<file path="config.mk">
export PLATFORM = sky130hd
export DESIGN_NAME = char_set_scan_engine_top
export DESIGN_NICKNAME = d
export VERILOG_FILES = /design/src/rtl/csse_pkg.sv /design/src/rtl/csse_ram.sv /design/src/rtl/csse_front.sv /design/src/rtl/csse_queue.sv /design/src/rtl/csse_back.sv /design/src/rtl/char_set_scan_engine_top.sv
export SDC_FILE = /design/constraint.sdc
export NUM_CORES = 2
export LEC_CHECK = 0
export BUFFER_PORTS_ARGS = -buffer_cell sky130_fd_sc_hd__buf_2
export CORE_ASPECT_RATIO = 0.5
export CORE_MARGIN = 2
export CORE_UTILIZATION = 55
export DETAILED_ROUTE_END_ITERATION = 8
export GPL_TIMING_DRIVEN = 0
export PLACE_DENSITY = 0.7
export SETUP_SLACK_MARGIN = 0.2
export SKIP_CTS_REPAIR_TIMING = 1
export SLEW_MARGIN = 20
export SYNTH_ARGS = -nofsm -noshare
export SYNTH_HDL_FRONTEND = slang
export SYNTH_SLANG_ARGS = --single-unit
</file>
<file path="constraint.sdc">
create_clock -name clk -period 3.7 [get_ports clk]
set_input_delay 0.74 -clock clk [delete_from_list [all_inputs] [get_ports clk]]
set_output_delay 0.74 -clock clk [all_outputs]
set_load 0.005 [all_outputs]
</file>
<file path="src/rtl/csse_pkg.sv">
// shared types and constants of the character-set scan engine
package csse_pkg;

	// field widths
	localparam int CMD_BITS      = 2;
	localparam int BYTE_BITS     = 8;
	localparam int PORT_CUR_BITS = 16;
	localparam int SET_SIZE      = 256;
	localparam int SET_WORD_BITS = 64;
	localparam int SET_WORDS     = 4;
	localparam int MODE_BITS     = 3;
	localparam int CFG_IDX_BITS  = 3;
	localparam int CFG_DATA_BITS = 64;
	localparam int FOLD_DEPTH    = 256;

	// queue between front and back
	localparam int QUEUE_DEPTH   = 4;
	localparam int QPTR_BITS     = 2;
	localparam int QCNT_BITS     = 3;

	// input commands
	localparam logic [CMD_BITS-1:0] CMD_LOAD  = 2'd0;
	localparam logic [CMD_BITS-1:0] CMD_BEGIN = 2'd1;
	localparam logic [CMD_BITS-1:0] CMD_CHAR  = 2'd2;

	// scan modes
	localparam logic [MODE_BITS-1:0] MODE_SPAN       = 3'd0;
	localparam logic [MODE_BITS-1:0] MODE_BREAK      = 3'd1;
	localparam logic [MODE_BITS-1:0] MODE_BREAK_PAST = 3'd2;
	localparam logic [MODE_BITS-1:0] MODE_PAST_NON   = 3'd3;
	localparam logic [MODE_BITS-1:0] MODE_FIND_MEM   = 3'd4;
	localparam logic [MODE_BITS-1:0] MODE_FIND_NON   = 3'd5;
	localparam logic [MODE_BITS-1:0] MODE_LAST_VALID = MODE_FIND_NON;

	// configuration register indexes
	localparam logic [CFG_IDX_BITS-1:0] REG_SET0   = 3'd0;
	localparam logic [CFG_IDX_BITS-1:0] REG_SET1   = 3'd1;
	localparam logic [CFG_IDX_BITS-1:0] REG_SET2   = 3'd2;
	localparam logic [CFG_IDX_BITS-1:0] REG_SET3   = 3'd3;
	localparam logic [CFG_IDX_BITS-1:0] REG_MODE   = 3'd4;
	localparam logic [CFG_IDX_BITS-1:0] REG_ANCHOR = 3'd5;
	localparam logic [CFG_IDX_BITS-1:0] REG_FRONT  = 3'd6;
	localparam logic [CFG_IDX_BITS-1:0] REG_CASE   = 3'd7;

	typedef struct packed {
		logic [CMD_BITS-1:0]      command;
		logic [BYTE_BITS-1:0]     byte_value;
		logic [BYTE_BITS-1:0]     fold_value;
		logic [PORT_CUR_BITS-1:0] start_cursor;
		logic                     at_end;
		logic                     last_char;
	} item_t;

	typedef struct packed {
		logic                     matched;
		logic [PORT_CUR_BITS-1:0] new_cursor;
	} result_t;

	// classified operation handed from front to back
	typedef struct packed {
		logic                     is_begin;
		logic                     mem;
		logic                     fold_mem;
		logic [PORT_CUR_BITS-1:0] cursor;
		logic                     at_end;
		logic                     last;
	} scan_op_t;

	// scan options seen by the back end
	typedef struct packed {
		logic [MODE_BITS-1:0] scan_mode;
		logic                 anchor_mode;
		logic                 stay_in_front;
		logic                 case_exact;
	} scan_cfg_t;

endpackage

</file>
<file path="src/rtl/csse_ram.sv">
// generic single-port-write, single-port-read RAM with registered read
module csse_ram #(
	parameter int WIDTH = 8,
	parameter int DEPTH = 256
) (
	input  logic                     clk,
	input  logic                     we,
	input  logic [$clog2(DEPTH)-1:0] waddr,
	input  logic [WIDTH-1:0]         wdata,
	input  logic                     re,
	input  logic [$clog2(DEPTH)-1:0] raddr,
	output logic [WIDTH-1:0]         rdata
);

	logic [WIDTH-1:0] mem_q [DEPTH];

	// write port
	always_ff @(posedge clk) begin
		if (we) begin
			mem_q[waddr] <= wdata;
		end
	end

	// registered read port
	always_ff @(posedge clk) begin
		if (re) begin
			rdata <= mem_q[raddr];
		end
	end

endmodule

</file>
<file path="src/rtl/csse_front.sv">
// front end: accepts beats, loads the fold table, classifies subject bytes
module csse_front (
	input  logic                            clk,
	input  logic                            arst_n,
	input  logic                            item_valid,
	output logic                            item_stall,
	input  csse_pkg::item_t                 item,
	input  logic [csse_pkg::SET_SIZE-1:0]   set_bits,
	input  logic                            queue_full,
	output logic                            push_valid,
	output csse_pkg::scan_op_t              push_op
);

	logic                                  accept;
	logic                                  keep;
	logic                                  s1_valid_s1;
	logic                                  is_begin_s1;
	logic                                  mem_s1;
	logic [csse_pkg::PORT_CUR_BITS-1:0]    cursor_s1;
	logic                                  at_end_s1;
	logic                                  last_s1;
	logic [csse_pkg::BYTE_BITS-1:0]        fold_byte;

	// stage 1 may only move on when the queue has room
	assign item_stall = s1_valid_s1 && queue_full;
	assign accept     = item_valid && !item_stall;
	assign keep       = (item.command == csse_pkg::CMD_BEGIN) ||
	                    (item.command == csse_pkg::CMD_CHAR);

	// fold table, read with the subject byte
	csse_ram #(
		.WIDTH(csse_pkg::BYTE_BITS),
		.DEPTH(csse_pkg::FOLD_DEPTH)
	) u_fold_ram (
		.clk   (clk),
		.we    (accept && (item.command == csse_pkg::CMD_LOAD)),
		.waddr (item.byte_value),
		.wdata (item.fold_value),
		.re    (accept && (item.command == csse_pkg::CMD_CHAR)),
		.raddr (item.byte_value),
		.rdata (fold_byte)
	);

	// stage 1 valid
	always_ff @(posedge clk or negedge arst_n) begin
		if (!arst_n) begin
			s1_valid_s1 <= 1'b0;
		end else if (!item_stall) begin
			s1_valid_s1 <= accept && keep;
		end
	end

	// stage 1 payload with the byte's own membership
	always_ff @(posedge clk) begin
		if (accept) begin
			is_begin_s1 <= (item.command == csse_pkg::CMD_BEGIN);
			mem_s1      <= set_bits[item.byte_value];
			cursor_s1   <= item.start_cursor;
			at_end_s1   <= item.at_end;
			last_s1     <= item.last_char;
		end
	end

	// membership of the folded byte joins here
	always_comb begin
		push_valid       = s1_valid_s1;
		push_op.is_begin = is_begin_s1;
		push_op.mem      = mem_s1;
		push_op.fold_mem = set_bits[fold_byte];
		push_op.cursor   = cursor_s1;
		push_op.at_end   = at_end_s1;
		push_op.last     = last_s1;
	end

endmodule

</file>
<file path="src/rtl/csse_queue.sv">
// short queue of classified operations between front and back
module csse_queue (
	input  logic                 clk,
	input  logic                 arst_n,
	input  logic                 push_valid,
	input  csse_pkg::scan_op_t   push_op,
	output logic                 full,
	input  logic                 pop,
	output logic                 empty,
	output csse_pkg::scan_op_t   head
);

	csse_pkg::scan_op_t                  entry_q [csse_pkg::QUEUE_DEPTH];
	logic [csse_pkg::QPTR_BITS-1:0]      wr_ptr_q;
	logic [csse_pkg::QPTR_BITS-1:0]      rd_ptr_q;
	logic [csse_pkg::QCNT_BITS-1:0]      count_q;
	logic                                push;
	logic                                do_pop;

	assign full   = (count_q == csse_pkg::QCNT_BITS'(csse_pkg::QUEUE_DEPTH));
	assign empty  = (count_q == '0);
	assign push   = push_valid && !full;
	assign do_pop = pop && !empty;
	assign head   = entry_q[rd_ptr_q];

	// pointers and fill count
	always_ff @(posedge clk or negedge arst_n) begin
		if (!arst_n) begin
			wr_ptr_q <= '0;
			rd_ptr_q <= '0;
			count_q  <= '0;
		end else begin
			if (push) begin
				wr_ptr_q <= wr_ptr_q + 1'b1;
			end
			if (do_pop) begin
				rd_ptr_q <= rd_ptr_q + 1'b1;
			end
			if (push && !do_pop) begin
				count_q <= count_q + 1'b1;
			end else if (do_pop && !push) begin
				count_q <= count_q - 1'b1;
			end
		end
	end

	// entry storage
	always_ff @(posedge clk) begin
		if (push) begin
			entry_q[wr_ptr_q] <= push_op;
		end
	end

`ifndef NO_ASSERTIONS
	a_count_bound: assert property (@(posedge clk) disable iff (!arst_n)
		count_q <= csse_pkg::QCNT_BITS'(csse_pkg::QUEUE_DEPTH))
		else $error("queue count beyond depth");

	a_count_grow: assert property (@(posedge clk) disable iff (!arst_n)
		(push && !do_pop) |=> (count_q == $past(count_q) + 1'b1))
		else $error("queue count did not follow a push");

	a_count_shrink: assert property (@(posedge clk) disable iff (!arst_n)
		(do_pop && !push) |=> (count_q == $past(count_q) - 1'b1))
		else $error("queue count did not follow a pop");
`endif

endmodule

</file>
<file path="src/rtl/csse_back.sv">
// back end: scan state per subject byte and the result register
module csse_back #(
	parameter int CURSOR_BITS = 16
) (
	input  logic                 clk,
	input  logic                 arst_n,
	input  csse_pkg::scan_cfg_t  cfg,
	input  logic                 queue_empty,
	input  csse_pkg::scan_op_t   head,
	output logic                 pop,
	output logic                 result_valid,
	input  logic                 result_stall,
	output csse_pkg::result_t    result
);

	logic                         active_q;
	logic                         first_q;
	logic [CURSOR_BITS-1:0]       pos_q;
	logic [CURSOR_BITS-1:0]       start_q;
	logic                         res_valid_q;
	csse_pkg::result_t            res_q;

	logic                         active_n;
	logic                         first_n;
	logic [CURSOR_BITS-1:0]       pos_n;
	logic [CURSOR_BITS-1:0]       start_n;
	logic                         emit;
	logic                         ok;
	logic [CURSOR_BITS-1:0]       cur;
	logic [CURSOR_BITS-1:0]       p1;
	logic                         hit;

	// take the next operation when the result register is free
	assign pop = !queue_empty && (!res_valid_q || !result_stall);
	assign p1  = pos_q + 1'b1;

	// scan decision for the head operation
	always_comb begin
		active_n = active_q;
		first_n  = first_q;
		pos_n    = pos_q;
		start_n  = start_q;
		emit     = 1'b0;
		ok       = 1'b0;
		cur      = pos_q;
		hit      = 1'b0;
		if (head.is_begin) begin
			start_n  = CURSOR_BITS'(head.cursor);
			pos_n    = CURSOR_BITS'(head.cursor);
			active_n = 1'b1;
			first_n  = 1'b1;
			if (head.at_end || (cfg.scan_mode > csse_pkg::MODE_LAST_VALID)) begin
				emit = 1'b1;
			end
		end else if (active_q) begin
			unique case (cfg.scan_mode)
				csse_pkg::MODE_SPAN: begin
					if (!head.mem) begin
						emit = 1'b1;
						ok   = !first_q;
						cur  = pos_q;
					end else if (head.last) begin
						emit = 1'b1;
						ok   = 1'b1;
						cur  = p1;
					end
				end
				csse_pkg::MODE_BREAK: begin
					if (head.mem || head.last) begin
						emit = 1'b1;
						ok   = head.mem;
						cur  = pos_q;
					end
				end
				csse_pkg::MODE_BREAK_PAST: begin
					if (head.mem || head.last) begin
						emit = 1'b1;
						ok   = head.mem;
						cur  = p1;
					end
				end
				csse_pkg::MODE_PAST_NON: begin
					if (!head.mem || head.last) begin
						emit = 1'b1;
						ok   = !head.mem;
						cur  = p1;
					end
				end
				csse_pkg::MODE_FIND_MEM, csse_pkg::MODE_FIND_NON: begin
					if (cfg.scan_mode == csse_pkg::MODE_FIND_MEM) begin
						hit = head.mem || (!cfg.case_exact && head.fold_mem);
					end else begin
						hit = !head.mem && (cfg.case_exact || !head.fold_mem);
					end
					if (hit || cfg.anchor_mode || head.last) begin
						emit = 1'b1;
						ok   = hit;
						cur  = cfg.stay_in_front ? pos_q : p1;
					end
				end
				default: begin
					emit = 1'b1;
				end
			endcase
			if (!emit) begin
				pos_n   = p1;
				first_n = 1'b0;
			end
		end
		if (emit) begin
			active_n = 1'b0;
			first_n  = 1'b0;
		end
	end

	// scan state
	always_ff @(posedge clk or negedge arst_n) begin
		if (!arst_n) begin
			active_q <= 1'b0;
			first_q  <= 1'b0;
			pos_q    <= '0;
			start_q  <= '0;
		end else if (pop) begin
			active_q <= active_n;
			first_q  <= first_n;
			pos_q    <= pos_n;
			start_q  <= start_n;
		end
	end

	// result register valid
	always_ff @(posedge clk or negedge arst_n) begin
		if (!arst_n) begin
			res_valid_q <= 1'b0;
		end else if (!res_valid_q || !result_stall) begin
			res_valid_q <= pop && emit;
		end
	end

	// result register payload; a failed scan reports the start cursor
	always_ff @(posedge clk) begin
		if (pop && emit) begin
			res_q.matched    <= ok;
			res_q.new_cursor <= csse_pkg::PORT_CUR_BITS'(ok ? cur : start_n);
		end
	end

	assign result_valid = res_valid_q;
	assign result       = res_q;

`ifndef NO_ASSERTIONS
	a_first_in_scan: assert property (@(posedge clk) disable iff (!arst_n)
		first_q |-> active_q)
		else $error("first byte pending outside a scan");

	a_verdict_ends_scan: assert property (@(posedge clk) disable iff (!arst_n)
		(pop && emit) |=> (!active_q && !first_q))
		else $error("scan still active after its verdict");

	a_result_hold: assert property (@(posedge clk) disable iff (!arst_n)
		(res_valid_q && result_stall) |=> (res_valid_q && $stable(res_q)))
		else $error("stalled verdict beat changed");
`endif

endmodule

</file>
<file path="src/rtl/char_set_scan_engine_top.sv">
// top level of the character-set scan engine: configuration registers and wiring
//
// Takes one beat per cycle while item_stall is low (fold load, scan begin or
// subject byte) and gives at most one verdict per scan: matched with the new
// cursor, or not matched with the start cursor. The sustained rate is one beat
// per clock while nothing stalls, set by the single read port of the fold RAM and
// the two set lookups (own and folded byte) each byte gets in the front end. A
// verdict passes the front stage register (fold RAM read), the four-entry queue
// and the back end's result register. The queue lets the front keep taking beats
// while the result side stalls, until it fills. Cursors wrap mod 2^CURSOR_BITS.
// The fold table has no reset; read only entries that were loaded.
module char_set_scan_engine_top #(
	parameter int CURSOR_BITS = 16
) (
	input  logic                                  clk,
	input  logic                                  arst_n,
	input  logic                                  item_valid,
	output logic                                  item_stall,
	input  csse_pkg::item_t                       item,
	output logic                                  result_valid,
	input  logic                                  result_stall,
	output csse_pkg::result_t                     result,
	input  logic                                  cfg_valid,
	output logic                                  cfg_ready,
	input  logic [csse_pkg::CFG_IDX_BITS-1:0]     cfg_index,
	input  logic [csse_pkg::CFG_DATA_BITS-1:0]    cfg_data
);

	logic [csse_pkg::SET_WORDS-1:0][csse_pkg::SET_WORD_BITS-1:0] set_q;
	csse_pkg::scan_cfg_t    scan_cfg_q;
	logic                   push_valid;
	csse_pkg::scan_op_t     push_op;
	logic                   queue_full;
	logic                   queue_empty;
	logic                   pop;
	csse_pkg::scan_op_t     head;

	assign cfg_ready = 1'b1;

	// configuration registers
	always_ff @(posedge clk or negedge arst_n) begin
		if (!arst_n) begin
			set_q                    <= '0;
			scan_cfg_q.scan_mode     <= csse_pkg::MODE_SPAN;
			scan_cfg_q.anchor_mode   <= 1'b0;
			scan_cfg_q.stay_in_front <= 1'b0;
			scan_cfg_q.case_exact    <= 1'b1;
		end else if (cfg_valid && cfg_ready) begin
			unique case (cfg_index)
				csse_pkg::REG_SET0:   set_q[0] <= cfg_data;
				csse_pkg::REG_SET1:   set_q[1] <= cfg_data;
				csse_pkg::REG_SET2:   set_q[2] <= cfg_data;
				csse_pkg::REG_SET3:   set_q[3] <= cfg_data;
				csse_pkg::REG_MODE:   scan_cfg_q.scan_mode <=
				                          cfg_data[csse_pkg::MODE_BITS-1:0];
				csse_pkg::REG_ANCHOR: scan_cfg_q.anchor_mode   <= cfg_data[0];
				csse_pkg::REG_FRONT:  scan_cfg_q.stay_in_front <= cfg_data[0];
				csse_pkg::REG_CASE:   scan_cfg_q.case_exact    <= cfg_data[0];
			endcase
		end
	end

	// accept and classify
	csse_front u_front (
		.clk        (clk),
		.arst_n     (arst_n),
		.item_valid (item_valid),
		.item_stall (item_stall),
		.item       (item),
		.set_bits   (set_q),
		.queue_full (queue_full),
		.push_valid (push_valid),
		.push_op    (push_op)
	);

	// decoupling queue
	csse_queue u_queue (
		.clk        (clk),
		.arst_n     (arst_n),
		.push_valid (push_valid),
		.push_op    (push_op),
		.full       (queue_full),
		.pop        (pop),
		.empty      (queue_empty),
		.head       (head)
	);

	// scan and result
	csse_back #(
		.CURSOR_BITS(CURSOR_BITS)
	) u_back (
		.clk          (clk),
		.arst_n       (arst_n),
		.cfg          (scan_cfg_q),
		.queue_empty  (queue_empty),
		.head         (head),
		.pop          (pop),
		.result_valid (result_valid),
		.result_stall (result_stall),
		.result       (result)
	);

endmodule

</file>
==> flow_summary_export.csv <==
group,metric,value,unit
layout,final_util,64.07,%
placement,port_buffers,121,
sta,setup_viol,29,
floorplanning,dieArea,187000,µm²
grt,grt_pass1_wl,480200,µm
layout,final_nets,5521,
drt,ant_nets,0,
layout,area_delta_synth_final,16.00,%
run_status,violations,"setup timing",
synthesis,synth_seq_cells,2482,
clocking,cts_buffers,215,
drt,first_pass_iters,8,
setup_path,cp.required,4.27,ns
floorplanning,ios,128,
synthesis,syn-num-nets,5059,
synthesis,ys_warn_count,0,
setup_path,cp.arrival,4.45,ns
sta,rsz0062_at_grt,"true",
sta,period_share,104.8,%
setup_path,path_class,"primary input to register",
synthesis,async_reset_ff_share,12.29,%
setup_path,critPathLaunchType,"primary input",
drt,drt_wl_total,364600,µm
grt,use_met2,54.40,%
synthesis,synth_compound_area_share,2.055,%
clocking,cts.clk_slew.worst_paths,0.07,ns
drt,drc,0,
sta,worst_slew_pin_slew,1.238,ns
sta,clock_skew,0.05772,ns
sta,relSlewSlack,17.45,%
power_and_ir_drop,pwr_density_cell,547.3,nW/µm²
synthesis,synth_area,100900,µm²
drt,drtIter0Drc,10970,
grt,grtUsageMet3,18.49,%
placement,routabilityCongestion,1.034,
drt,wl_per_cell,45.55,µm
synthesis,yosysSeqAreaShare,72.38,%
grt,use_met1,51.51,%
synthesis,synthFlopType,"edfxtp_1",
layout,drive_above_1_share,38.10,%
setup_path,endpoint_kind,"register",
synthesis,syn_inst,4941,
power_and_ir_drop,leakage,38.00,nW
grt,grt-ovfl-total,0,
synthesis,synthMuxAreaShare,20.75,%
power_and_ir_drop,ir_worst_vdd,0.4654,mV
floorplanning,die_h,306.8,µm
drt,vias,58070,
grt,antenna_found_initial,30,
floorplanning,fp-row-count,111,
sta,setup_slack,-0.1781,ns
synthesis,synth_edf_count,2177,
layout,stdcell_area,117000,µm²
run_status,status,"finished with violations",
layout,final_cells,8003,
synthesis,synthAdderAreaFrac,0.1315,%
clocking,cts_tree,"done",
sta,fin_crit,3.878,ns
clocking,clk_latency,0.91,ns
placement,placed_area,106600,µm²
grt,grt_max_degree,144,
clocking,cts_sinks,2482,
setup_path,critical_path.max_fanout,10,
synthesis,synth_xor_area_share,0.1724,%
floorplanning,coreArea,182600,µm²
synthesis,synth.distinct_cells,74,
placement,dp.final_hpwl,248500,µm
clocking,h-tree-depth,4,
sta,hold_viol,0,
grt,grt_usage,38.81,%
hold_path,hold_path.class,"primary input to register",
floorplanning,die_width,609.6,µm
grt,top_usage_layer,"met2",
drt,via_per_inst,7.256,
clocking,cts-root-buf,"clkbuf_16",
sta,slew_violations,0,
clocking,cts.path.max_buffers,4,
sta,max_freq,257.9,MHz
synthesis,syn_avg_cell_area,20.41,µm²
placement,dp.cells,7571,
grt,grt_pass1_vias,55130,
layout,fillCellCount,12000,
synthesis,yosys.area_share.simple,2.877,%
synthesis,synth_top_family_by_area,"multiplexers",
flow_run,maxCapViolCount,0,
floorplanning,start_util,55.23,%
[cells in the mapped netlist (6+ instances only)]
| library cell | count | area share [%] |
|---|---|---|
| edfxtp_1 | 2177 | 65 |
| mux4_2 | 726 | 16 |
| nor2_1 | 316 | 1.2 |
| dfrtp_1 | 304 | 7.5 |
| mux2_2 | 268 | 3.0 |
| mux2i_1 | 156 | 1.5 |
| clkbuf_1 | 146 | 0.54 |
| nand2_1 | 136 | 0.51 |
| buf_2 | 71 | 0.35 |
| o22ai_1 | 55 | 0.34 |
| nand3_1 | 43 | 0.21 |
| a21oi_1 | 41 | 0.20 |
| o21ai_0 | 40 | 0.20 |
| buf_1 | 39 | 0.15 |
| buf_6 | 33 | 0.37 |
| nor3_1 | 30 | 0.15 |
| a22oi_1 | 24 | 0.18 |
| buf_4 | 20 | 0.15 |
| o211ai_1 | 20 | 0.15 |
| a211oi_1 | 19 | 0.14 |
| and3_1 | 18 | 0.11 |
| and2_1 | 17 | 0.11 |
| inv_1 | 16 | 0.060 |
| nor2b_1 | 15 | 0.093 |
| nor4_1 | 15 | 0.093 |
| o32ai_1 | 15 | 0.13 |
| or3_1 | 14 | 0.087 |
| a22o_1 | 12 | 0.10 |
| nand2b_1 | 12 | 0.074 |
| xor2_1 | 11 | 0.096 |
| a31oi_1 | 10 | 0.062 |
| a221oi_1 | 9 | 0.078 |
| ha_1 | 9 | 0.11 |
| nand4_1 | 9 | 0.056 |
| a311oi_1 | 8 | 0.069 |
| a32oi_1 | 8 | 0.069 |
| a21o_1 | 7 | 0.052 |
| xnor2_1 | 7 | 0.061 |
| nor3b_1 | 6 | 0.045 |
| or4_1 | 6 | 0.045 |
[cell usage in the layout (no fill, tap or decap), types with 18 or more instances in the layout]
cell type and instances:
mux2i_2 23, mux2i_1 112, clkbuf_16 219, edfxtp_1 2177, clkbuf_1 113, buf_2 144
o211ai_1 20, o22ai_1 55, nor3_1 22, clkbuf_2 50, buf_6 29, mux2i_4 21
and3_1 18, nand3_1 37, clkinv_2 44, mux4_2 726, a22oi_1 22, o21ai_0 38
a21oi_1 40, clkinv_1 32, buf_16 55, nor2_1 93, buf_12 74, nor2_2 52
buf_8 41, nand2_1 122, mux2_2 268, a211oi_1 18, nor2_4 171, buf_4 54
dfrtp_1 304, clkbuf_4 31
[cell type report]
cell class,count,area [µm²],area share (%)
Timing Repair Buffer,244,2982,2.548
Clock inverter,110,940.9,0.8042
Clock buffer,271,5766,4.928
Antenna cell,7,17.52,0.01497
Inverter,19,75.07,0.06416
Buffer,309,2853,2.438
Multi-Input combinational cell,2132,28320,24.21
Sequential cell,2482,73010,62.40
Tap cell,2429,3039,2.598
[power by group]
group          internal (mW)  total [mW]  switching (mW)  leakage (nW)
Clock                   12.0        22.5            10.5          3.28
Sequential              31.7        32.5           0.831          23.2
Combinational           3.54        9.02            5.48          11.5
Total                   47.2        64.0            16.8          38.0
[cells by family after synthesis]
| kind of cell | after synthesis |
|---|---|
| other cells | 1 |
| xor+xnor | 19 |
| simple gates | 652 |
| mux | 1150 |
| fa+ha+maj | 10 |
| compound gates | 299 |
| flops | 2482 |
| buf+inv | 328 |
[layer usage]
layer | vias to the layer above | share of wire, %
met1 | 30730 | 35
met5 | - | 0.022
met4 | 12 | 5.4
met2 | 5067 | 43
li1 | 21390 | -
met3 | 868 | 17
[sequential cells by signal, summed over array words and instances (netlist names)]
name	cells
set_q	256
u_front.at_end_s1	1
u_front.mem_s1	1
u_back.result	17
u_queue.entry_q	84
u_back.start_q	16
u_back.result_valid	1
u_back.active_q	1
u_front.u_fold_ram.mem_q	2048
scan_cfg_q	6
u_queue.rd_ptr_q	2
u_front.cursor_s1	16
u_queue.count_q	3
u_front.is_begin_s1	1
u_front.last_s1	1
u_back.first_q	1
u_back.pos_q	16
u_queue.wr_ptr_q	2
u_front.push_valid	1
u_front.u_fold_ram.rdata	8
[per-stage QoR]
stage / TNS, ns / setup slack, ns / power (mW) / hold slack [ns]
floorplan: 0 / 0.2277 / 37.62 / 0.4444
global placement: -8472.28 / -4.156 / 41.09 / 0.4599
detailed placement: -4222.50 / -2.816 / 41.52 / 0.4645
CTS: -2645.32 / -1.964 / 63.27 / -0.3070
global route: 0 / 0.03992 / 65.33 / 0.008575
finish: -1.180 / -0.1781 / 64.04 / 0.04696
[worst max-delay path, stage by stage]
cell and delay [ns]:
buf_2 0.26, buf_6 0.25, clkbuf_4 0.35, buf_16 0.21, buf_8 0.28, mux4_2 0.38
mux2i_4 0.32, o22ai_1 0.18, nor4_2 0.51, nand4_1 0.31, or4_4 0.61
[final timing paths]
kind / endpoint / startpoint / slack, ns / depth (start not counted)
worst max-delay path: u_front.u_fold_ram.rdata[7] / item[27] / -0.18 / 11
max in group asynchronous: set_q[217] / arst_n / 2.06 / 4
min in group asynchronous: u_back.start_q[13] / arst_n / 0.32 / 2
worst min register to register: u_back.start_q[6] / u_back.start_q[6] / 0.48 / 2
worst min-delay path: u_front.at_end_s1 / item[1] / 0.05 / 1
worst max register to register: u_queue.entry_q[2][18] / u_front.u_fold_ram.rdata[3] / 0.08 / 7
No activity file was read; power rests on OpenSTA's default activity.
